`src/sv/sha1_pkg.sv`:
```
// shared types, constants and helper functions of the sha-1 hash engine
`default_nettype none

package sha1_pkg;

  localparam int unsigned WORD_W     = 32;
  localparam int unsigned LEN_W      = 64;
  localparam int unsigned CNT_W      = 3;
  localparam int unsigned WIB_W      = 4;
  localparam int unsigned ROUND_W    = 7;
  localparam int unsigned WIN_DEPTH  = 16;
  localparam int unsigned NUM_DIGEST = 5;

  localparam logic [7:0]         PAD_BYTE    = 8'h80;
  localparam logic [CNT_W-1:0]   FULL_COUNT  = 3'd4;
  localparam logic [CNT_W-1:0]   LAST_INDEX  = 3'd4;
  localparam logic [WIB_W-1:0]   WIB_LAST    = 4'd15;
  localparam logic [WIB_W-1:0]   LEN_POS     = 4'd14;
  localparam logic [ROUND_W-1:0] LAST_ROUND  = 7'd79;
  localparam logic [ROUND_W-1:0] PAR0_START  = 7'd20;
  localparam logic [ROUND_W-1:0] MAJ_START   = 7'd40;
  localparam logic [ROUND_W-1:0] PAR1_START  = 7'd60;
  localparam logic [LEN_W-1:0]   FULL_BITS   = 64'd32;

  localparam logic [WORD_W-1:0] INIT_CHAIN [NUM_DIGEST] = '{
    32'h67452301, 32'hEFCDAB89, 32'h98BADCFE, 32'h10325476, 32'hC3D2E1F0
  };

  typedef enum logic [2:0] {
    ST_IDLE,
    ST_PAD,
    ST_ZERO,
    ST_LEN_HI,
    ST_LEN_LO,
    ST_ROUND,
    ST_ADD,
    ST_FINISH
  } ctrl_state_t;

  typedef enum logic [2:0] {
    WSEL_DATA,
    WSEL_LAST,
    WSEL_PAD,
    WSEL_ZERO,
    WSEL_LEN_HI,
    WSEL_LEN_LO
  } word_sel_t;

  typedef enum logic [1:0] {
    RF_CH,
    RF_PAR0,
    RF_MAJ,
    RF_PAR1
  } round_fn_t;

  typedef struct packed {
    logic      push;
    word_sel_t word_sel;
    logic      load_work;
    logic      round;
    round_fn_t round_fn;
    logic      add_chain;
    logic      finish;
  } dp_cmd_t;

  typedef struct packed {
    logic out_busy;
  } dp_stat_t;

  function automatic logic [CNT_W-1:0] count_clamp(input logic [CNT_W-1:0] bc);
    count_clamp = (bc > FULL_COUNT) ? FULL_COUNT : bc;
  endfunction

  function automatic logic [WORD_W-1:0] last_word(input logic [WORD_W-1:0] data,
                                                  input logic [CNT_W-1:0]  cnt);
    case (cnt)
      3'd0:    last_word = {PAD_BYTE, 24'h000000};
      3'd1:    last_word = {data[31:24], PAD_BYTE, 16'h0000};
      3'd2:    last_word = {data[31:16], PAD_BYTE, 8'h00};
      3'd3:    last_word = {data[31:8], PAD_BYTE};
      default: last_word = data;
    endcase
  endfunction

  function automatic logic [WORD_W-1:0] rf_value(input round_fn_t fn,
                                                 input logic [WORD_W-1:0] b,
                                                 input logic [WORD_W-1:0] c,
                                                 input logic [WORD_W-1:0] d);
    case (fn)
      RF_CH:   rf_value = (b & c) | (~b & d);
      RF_MAJ:  rf_value = (b & c) | (b & d) | (c & d);
      default: rf_value = b ^ c ^ d;
    endcase
  endfunction

  function automatic logic [WORD_W-1:0] rf_const(input round_fn_t fn);
    case (fn)
      RF_CH:   rf_const = 32'h5A827999;
      RF_PAR0: rf_const = 32'h6ED9EBA1;
      RF_MAJ:  rf_const = 32'h8F1BBCDC;
      default: rf_const = 32'hCA62C1D6;
    endcase
  endfunction

endpackage

`default_nettype wire

```
`src/sv/sha1_ctrl.sv`:
```
// sha-1 controller: word intake, padding sequence and round sequencing
`default_nettype none

module sha1_ctrl
  import sha1_pkg::*;
(
  input  wire logic             clk,
  input  wire logic             rst_n,
  input  wire logic             in_valid,
  input  wire logic [CNT_W-1:0] in_byte_count,
  input  wire logic             in_end_of_message,
  output logic                  in_stall,
  output dp_cmd_t               cmd,
  input  wire dp_stat_t         stat
);

  ctrl_state_t          state_r, state_nxt;
  ctrl_state_t          resume_r, resume_nxt;
  logic [WIB_W-1:0]     wib_r, wib_nxt;
  logic [ROUND_W-1:0]   rnd_r, rnd_nxt;
  logic                 wrap;
  ctrl_state_t          pad_flow;

  assign wrap     = (wib_r == WIB_LAST);
  assign pad_flow = (4'(wib_r + 4'd1) == LEN_POS) ? ST_LEN_HI : ST_ZERO;

  always_ff @(posedge clk) begin
    if (!rst_n) begin
      state_r  <= ST_IDLE;
      resume_r <= ST_IDLE;
      wib_r    <= '0;
      rnd_r    <= '0;
    end else begin
      state_r  <= state_nxt;
      resume_r <= resume_nxt;
      wib_r    <= wib_nxt;
      rnd_r    <= rnd_nxt;
    end
  end

  // next state
  always_comb begin
    ctrl_state_t flow;
    flow       = ST_ZERO;
    state_nxt  = state_r;
    resume_nxt = resume_r;
    wib_nxt    = wib_r;
    rnd_nxt    = rnd_r;
    case (state_r)
      ST_IDLE: begin
        if (in_valid) begin
          wib_nxt = 4'(wib_r + 4'd1);
          if (!in_end_of_message) begin
            flow = ST_IDLE;
          end else if (count_clamp(in_byte_count) == FULL_COUNT) begin
            flow = ST_PAD;
          end else begin
            flow = pad_flow;
          end
          if (wrap) begin
            state_nxt  = ST_ROUND;
            resume_nxt = flow;
          end else begin
            state_nxt = flow;
          end
        end
      end
      ST_PAD, ST_ZERO: begin
        wib_nxt = 4'(wib_r + 4'd1);
        if (wrap) begin
          state_nxt  = ST_ROUND;
          resume_nxt = pad_flow;
        end else begin
          state_nxt = pad_flow;
        end
      end
      ST_LEN_HI: begin
        wib_nxt   = 4'(wib_r + 4'd1);
        state_nxt = ST_LEN_LO;
      end
      ST_LEN_LO: begin
        wib_nxt    = 4'(wib_r + 4'd1);
        state_nxt  = ST_ROUND;
        resume_nxt = ST_FINISH;
      end
      ST_ROUND: begin
        if (rnd_r == LAST_ROUND) begin
          rnd_nxt   = '0;
          state_nxt = ST_ADD;
        end else begin
          rnd_nxt = 7'(rnd_r + 7'd1);
        end
      end
      ST_ADD: begin
        state_nxt = resume_r;
      end
      ST_FINISH: begin
        if (!stat.out_busy) begin
          state_nxt = ST_IDLE;
        end
      end
      default: begin
        state_nxt = ST_IDLE;
      end
    endcase
  end

  // outputs
  always_comb begin
    cmd      = '0;
    in_stall = 1'b1;
    if (rnd_r < PAR0_START) begin
      cmd.round_fn = RF_CH;
    end else if (rnd_r < MAJ_START) begin
      cmd.round_fn = RF_PAR0;
    end else if (rnd_r < PAR1_START) begin
      cmd.round_fn = RF_MAJ;
    end else begin
      cmd.round_fn = RF_PAR1;
    end
    case (state_r)
      ST_IDLE: begin
        in_stall      = 1'b0;
        cmd.push      = in_valid;
        cmd.word_sel  = in_end_of_message ? WSEL_LAST : WSEL_DATA;
        cmd.load_work = in_valid && wrap;
      end
      ST_PAD: begin
        cmd.push      = 1'b1;
        cmd.word_sel  = WSEL_PAD;
        cmd.load_work = wrap;
      end
      ST_ZERO: begin
        cmd.push      = 1'b1;
        cmd.word_sel  = WSEL_ZERO;
        cmd.load_work = wrap;
      end
      ST_LEN_HI: begin
        cmd.push     = 1'b1;
        cmd.word_sel = WSEL_LEN_HI;
      end
      ST_LEN_LO: begin
        cmd.push      = 1'b1;
        cmd.word_sel  = WSEL_LEN_LO;
        cmd.load_work = 1'b1;
      end
      ST_ROUND: begin
        cmd.round = 1'b1;
      end
      ST_ADD: begin
        cmd.add_chain = 1'b1;
      end
      ST_FINISH: begin
        cmd.finish = !stat.out_busy;
      end
      default: begin
        cmd = '0;
      end
    endcase
  end

endmodule

`default_nettype wire

```
`src/sv/sha1_dp.sv`:
```
// sha-1 datapath: schedule window, round unit, chaining values, bit count, digest output
`default_nettype none

module sha1_dp
  import sha1_pkg::*;
(
  input  wire logic              clk,
  input  wire logic              rst_n,
  input  wire logic [WORD_W-1:0] in_data_word,
  input  wire logic [CNT_W-1:0]  in_byte_count,
  input  wire dp_cmd_t           cmd,
  output dp_stat_t               stat,
  output logic                   out_valid,
  input  wire logic              out_stall,
  output logic [WORD_W-1:0]      out_digest_word,
  output logic [CNT_W-1:0]       out_word_index,
  output logic                   out_last_digest_word
);

  logic [WORD_W-1:0] win_r   [WIN_DEPTH];
  logic [WORD_W-1:0] chain_r [NUM_DIGEST];
  logic [WORD_W-1:0] dig_r   [NUM_DIGEST];
  logic [WORD_W-1:0] a_r, b_r, c_r, d_r, e_r;
  logic [LEN_W-1:0]  bits_r;
  logic              out_valid_r;
  logic [CNT_W-1:0]  out_idx_r;

  logic [CNT_W-1:0]  cnt;
  logic [WORD_W-1:0] push_word;
  logic [WORD_W-1:0] w_mix;
  logic [WORD_W-1:0] w_new;
  logic [WORD_W-1:0] tmp;
  logic              out_take;

  assign cnt      = count_clamp(in_byte_count);
  assign w_mix    = win_r[13] ^ win_r[8] ^ win_r[2] ^ win_r[0];
  assign w_new    = {w_mix[30:0], w_mix[31]};
  assign tmp      = 32'({a_r[26:0], a_r[31:27]} + rf_value(cmd.round_fn, b_r, c_r, d_r)
                        + e_r + rf_const(cmd.round_fn) + win_r[0]);
  assign out_take = out_valid_r && !out_stall;

  always_comb begin
    case (cmd.word_sel)
      WSEL_DATA:   push_word = in_data_word;
      WSEL_LAST:   push_word = last_word(in_data_word, cnt);
      WSEL_PAD:    push_word = {PAD_BYTE, 24'h000000};
      WSEL_LEN_HI: push_word = bits_r[63:32];
      WSEL_LEN_LO: push_word = bits_r[31:0];
      default:     push_word = '0;
    endcase
  end

  // schedule window: oldest word at entry zero
  always_ff @(posedge clk) begin
    if (cmd.push || cmd.round) begin
      for (int i = 0; i < WIN_DEPTH - 1; i++) begin
        win_r[i] <= win_r[i+1];
      end
      win_r[WIN_DEPTH-1] <= cmd.push ? push_word : w_new;
    end
  end

  always_ff @(posedge clk) begin
    if (cmd.load_work) begin
      a_r <= chain_r[0];
      b_r <= chain_r[1];
      c_r <= chain_r[2];
      d_r <= chain_r[3];
      e_r <= chain_r[4];
    end else if (cmd.round) begin
      a_r <= tmp;
      b_r <= a_r;
      c_r <= {b_r[1:0], b_r[31:2]};
      d_r <= c_r;
      e_r <= d_r;
    end
  end

  always_ff @(posedge clk) begin
    if (!rst_n) begin
      for (int i = 0; i < NUM_DIGEST; i++) begin
        chain_r[i] <= INIT_CHAIN[i];
      end
      bits_r <= '0;
    end else begin
      if (cmd.add_chain) begin
        chain_r[0] <= 32'(chain_r[0] + a_r);
        chain_r[1] <= 32'(chain_r[1] + b_r);
        chain_r[2] <= 32'(chain_r[2] + c_r);
        chain_r[3] <= 32'(chain_r[3] + d_r);
        chain_r[4] <= 32'(chain_r[4] + e_r);
      end else if (cmd.finish) begin
        for (int i = 0; i < NUM_DIGEST; i++) begin
          chain_r[i] <= INIT_CHAIN[i];
        end
      end
      if (cmd.finish) begin
        bits_r <= '0;
      end else if (cmd.push && cmd.word_sel == WSEL_DATA) begin
        bits_r <= 64'(bits_r + FULL_BITS);
      end else if (cmd.push && cmd.word_sel == WSEL_LAST) begin
        bits_r <= 64'(bits_r + {58'd0, cnt, 3'b000});
      end
    end
  end

  // digest output buffer
  always_ff @(posedge clk) begin
    if (cmd.finish) begin
      for (int i = 0; i < NUM_DIGEST; i++) begin
        dig_r[i] <= chain_r[i];
      end
    end else if (out_take) begin
      for (int i = 0; i < NUM_DIGEST - 1; i++) begin
        dig_r[i] <= dig_r[i+1];
      end
    end
  end

  always_ff @(posedge clk) begin
    if (!rst_n) begin
      out_valid_r <= 1'b0;
      out_idx_r   <= '0;
    end else if (cmd.finish) begin
      out_valid_r <= 1'b1;
      out_idx_r   <= '0;
    end else if (out_take) begin
      out_idx_r <= 3'(out_idx_r + 3'd1);
      if (out_idx_r == LAST_INDEX) begin
        out_valid_r <= 1'b0;
      end
    end
  end

  assign stat.out_busy        = out_valid_r;
  assign out_valid            = out_valid_r;
  assign out_digest_word      = dig_r[0];
  assign out_word_index       = out_idx_r;
  assign out_last_digest_word = (out_idx_r == LAST_INDEX);

endmodule

`default_nettype wire

```
`src/sv/sha1_hash_engine.sv`:
```
// sha-1 hash engine top level
// A message enters as big-endian 32-bit words, one transaction per cycle while a 16-word
// block fills; the sixteenth word starts the compression, which runs 80 rounds on a single
// round unit, one round per cycle, followed by the chaining add; the input stalls during
// the rounds and the add. After the final word the engine pushes the padding and length
// words itself at one per cycle (one extra compression when they spill into a new block),
// then hands the five digest words to an output buffer and is ready for the next message
// while they drain, one transaction each, H0 first.
`default_nettype none

module sha1_hash_engine
  import sha1_pkg::*;
(
  input  wire logic              clk,
  input  wire logic              rst_n,
  input  wire logic              in_valid,
  output logic                   in_stall,
  input  wire logic [WORD_W-1:0] in_data_word,
  input  wire logic [CNT_W-1:0]  in_byte_count,
  input  wire logic              in_end_of_message,
  output logic                   out_valid,
  input  wire logic              out_stall,
  output logic [WORD_W-1:0]      out_digest_word,
  output logic [CNT_W-1:0]       out_word_index,
  output logic                   out_last_digest_word
);

  dp_cmd_t  cmd;
  dp_stat_t stat;

  sha1_ctrl u_ctrl (
    .clk               (clk),
    .rst_n             (rst_n),
    .in_valid          (in_valid),
    .in_byte_count     (in_byte_count),
    .in_end_of_message (in_end_of_message),
    .in_stall          (in_stall),
    .cmd               (cmd),
    .stat              (stat)
  );

  sha1_dp u_dp (
    .clk                  (clk),
    .rst_n                (rst_n),
    .in_data_word         (in_data_word),
    .in_byte_count        (in_byte_count),
    .cmd                  (cmd),
    .stat                 (stat),
    .out_valid            (out_valid),
    .out_stall            (out_stall),
    .out_digest_word      (out_digest_word),
    .out_word_index       (out_word_index),
    .out_last_digest_word (out_last_digest_word)
  );

endmodule

`default_nettype wire

```
`config.mk`:
```
export PLATFORM = sky130hd
export DESIGN_NAME = sha1_hash_engine
export DESIGN_NICKNAME = d
export VERILOG_FILES = /design/src/sv/sha1_pkg.sv /design/src/sv/sha1_ctrl.sv /design/src/sv/sha1_dp.sv /design/src/sv/sha1_hash_engine.sv
export SDC_FILE = /design/constraint.sdc
export NUM_CORES = 2
export LEC_CHECK = 0
export BUFFER_PORTS_ARGS = -buffer_cell sky130_fd_sc_hd__buf_2
export CORE_AREA = 2 2 346 314
export CTS_BUF_LIST = sky130_fd_sc_hd__clkbuf_8 sky130_fd_sc_hd__clkbuf_16
export CTS_CLUSTER_SIZE = 14
export DETAILED_ROUTE_END_ITERATION = 12
export DIE_AREA = 0 0 348 316
export PLACE_DENSITY = 0.65
export SYNTH_ARGS = -nofsm -noshare
export SYNTH_HDL_FRONTEND = slang
export SYNTH_SLANG_ARGS = --single-unit
```
`constraint.sdc`:
```
create_clock -name clk -period 45.2 [get_ports clk]
set_clock_uncertainty 0.2 [all_clocks]
set_input_delay 6.78 -clock clk [delete_from_list [all_inputs] [get_ports clk]]
set_output_delay 6.78 -clock clk [all_outputs]
set_load 0.05 [all_outputs]
```
==> qor.yml <==
status: "finished, final reports clean"
worst_pin_slew_ps: 1080
arrival_ps: 9970
cts_buffers: 107
crit_required_ps: 45630
routed-via-count: 32780
grt.total_usage_pct: 23.2
dp_slack_ps: 34960
min_from: "u_dp.win_r[0][167]"
worstSetupPathType: "in2reg"
layout_commonest_cell: "edfxtp_1"
drive_gt1_share_pct: 10.2
yosysWarnings: 0
cts_max_level: 3
grt_pass1_wl_mm: 193
clockPowerShare_pct: 18.7
end_kind: "flop"
core_sq_um: 107000
vias_per_cell: 5.72
p_per_area_nw_per_um2: 81.6
synth_top_family_by_area: "compound AO/OA/AOI/OAI gates"
die_x_microns: 348
fp.dieArea_sq_um: 110000
startpoint: "in_byte_count[0]"
p_leak_nw: 21.3
dp_hpwl_mm: 88.6
r2r_start: "u_ctrl.rnd_r[5]"
yosys.area.top_type: "edfxtp_1"
cts_setup_buffers: 0
cellInternalPower_mw: 2.91
first_pass_iters: 7
cts_resized: 0
synth_cell_types: 89
gp_congestion: 0.875
yosys-top-cells-area: "edfxtp_1 (56%), ha_1 (4.9%), fa_1 (4.8%)"
period_minus_slack_ps: 9540
start_util_pct: 49.6
cp_common_cell: "inv_1"
port_buffers: 77
synthAdderAreaFrac_pct: 9.64
grt_max_degree: 204
io_pins: 78
drt_iter0_markers: 3580
route.detailed.drc: 0
wire_per_inst_microns: 22.2
synth_xor_area_share_pct: 4.84
synth-simple-area-share_pct: 8.32
start_kind: "input pin"
area_growth_pct: 9.91
max_freq_mhz: 105
die_h_microns: 316
cpMaxStageDelayCell: "a2111oi_4"
dp.cells: 5532
fillers: 8848
clk_path_buf_depth: 3
clkSinkCount: 1074
rsz0062_at_grt: "false"
post-route-period-util_pct: 21.1
grt_overflow: 0
max_stage_delay_ps: 590
p_seq_share_pct: 37.4
cp_cell_sequence: "buf_2, inv_1, nor2_1, ha_1, inv_1, fa_1, nor2b_1, o211ai_1, a2111oi_4, nand4_2, nor2_4, and3_1, nand2_4, or3_1, a21oi_1"
path_delay_family: "simple AND/OR/NAND/NOR gates"
fin_nets: 4620
p_sw_mw: 1.83
antenna_found_initial: 7
layout_setup_ws_ps: 35660
cts_tree: "built"
grt_pass1_vias: 31548
final-max-slew-violation-count: 0
hold_viol: 0
fin_util_pct: 54.5
layout_common_cells: "edfxtp_1 (992), nand2_1 (405), inv_1 (358)"
syn-cell-area_sq_um: 52900
async_flop_share_pct: 0
placementRows: 114
ys_ff_latch: 1074
crit_fanout: 7
setup_tns_ps: 0
slew_headroom_pct: 27.7
synth_edf_count: 992
power_frac_comb_pct: 43.9
peakVddDrop_mv: 0.0933
swShare_pct: 38.6
netlist_instances: 4200
total_power_mw: 4.74
cts_root_buf: "clkbuf_16"
synth_top_area_share_pct: 56.3
synth-compound-area-share_pct: 10.5
seq_area_frac_synth_pct: 59.5
synth_ff_type: "edfxtp_1"
fin_cells: 5733
hold_path.class: "reg2reg"
critical_path_buf_inv_count: 3
maxCapViolations: 0
setup_viol: 0
ant_nets: 0
clkTransAtPathRegs_ps: 60
finalWirelength_mm: 127
clock_latency_ps: 730
hold_buffers: 0
syn_nets: 4571
antenna_cells: 0
avgSynthCellArea_sq_um: 12.6
synthMuxAreaShare_pct: 3.43
stage by stage:
step                      hold slack, ps  area (sq um)
after floorplan                      200         52900
final                                183         58100
after CTS                            186         58100
after global placement               200         54600
after global routing                 197         58100
after detailed placement             205         54600
power by group through the flow:
stage	Clock [mW]	Sequential (mW)	Combinational [mW]
finish	0.886	1.77	2.08
global route	0.939	1.81	2.34
CTS	0.902	1.78	2.07
detailed placement	0	1.79	2.05
global placement	0	1.78	2.01
floorplan	0	1.81	1.54
Yosys cell counts (all sizes together) (18+ instances only):
master / number
nand2b: 38
a222oi: 25
a211oi: 27
nand3: 60
inv: 339
and3: 40
o22ai: 58
a21o: 93
o21a: 26
a31oi: 20
fa: 126
buf: 45
nor2: 227
o21bai: 25
a21oi: 194
dfxtp: 82
nand2: 408
mux2i: 36
and2: 18
xnor2: 200
ha: 205
o21ai: 277
edfxtp: 992
clkbuf: 123
nand4: 25
xor2: 92
mux2: 129
nor3: 45
or3: 28
layer usage:
layer  up-vias  track usage (%)  wire [microns]
li1      15334                -               -
met5         -                0              13
met4         2             7.44            4140
met1     16163             33.2           57300
met3       214             3.84            8020
met2      1067             36.2           58000
worst paths after layout:
kind	end	slack [ps]	depth (start not counted)
max	u_dp.bits_r[63]	35660	15
min	u_dp.win_r[0][135]	180	0
max reg2reg	u_dp.a_r[31]	36080	24
min reg2reg	u_dp.win_r[0][135]	180	0
cell families (layout without fill, tap and decap cells):
kind of cell / count (synthesis) / after routing
compound gates: 869 / 869
mux: 165 / 165
xor+xnor: 292 / 292
fa+ha+maj: 332 / 332
flops: 1074 / 1074
buf+inv: 508 / 649
simple gates: 960 / 960
state kept, by name (all words and copies together), names as in the netlist, 7 cells and up:
name          count
u_ctrl.rnd_r      7
u_dp.bits_r      61
u_dp.c_r         32
u_dp.dig_r      160
u_dp.b_r         32
u_dp.a_r         32
u_dp.win_r      512
u_dp.e_r         32
u_dp.d_r         32
u_dp.chain_r    160
final cells by class:
type	instances	area, sq um	area share [%]
clock buffer	111	2730	4.70
clock inverter	90	773	1.33
inverter	340	1280	2.20
multi-input combinational	2618	19500	33.5
sequential	1074	31400	54.1
tap	1392	1740	3.00
timing repair buffer	108	668	1.15
Power figures use the tool's default switching activity.
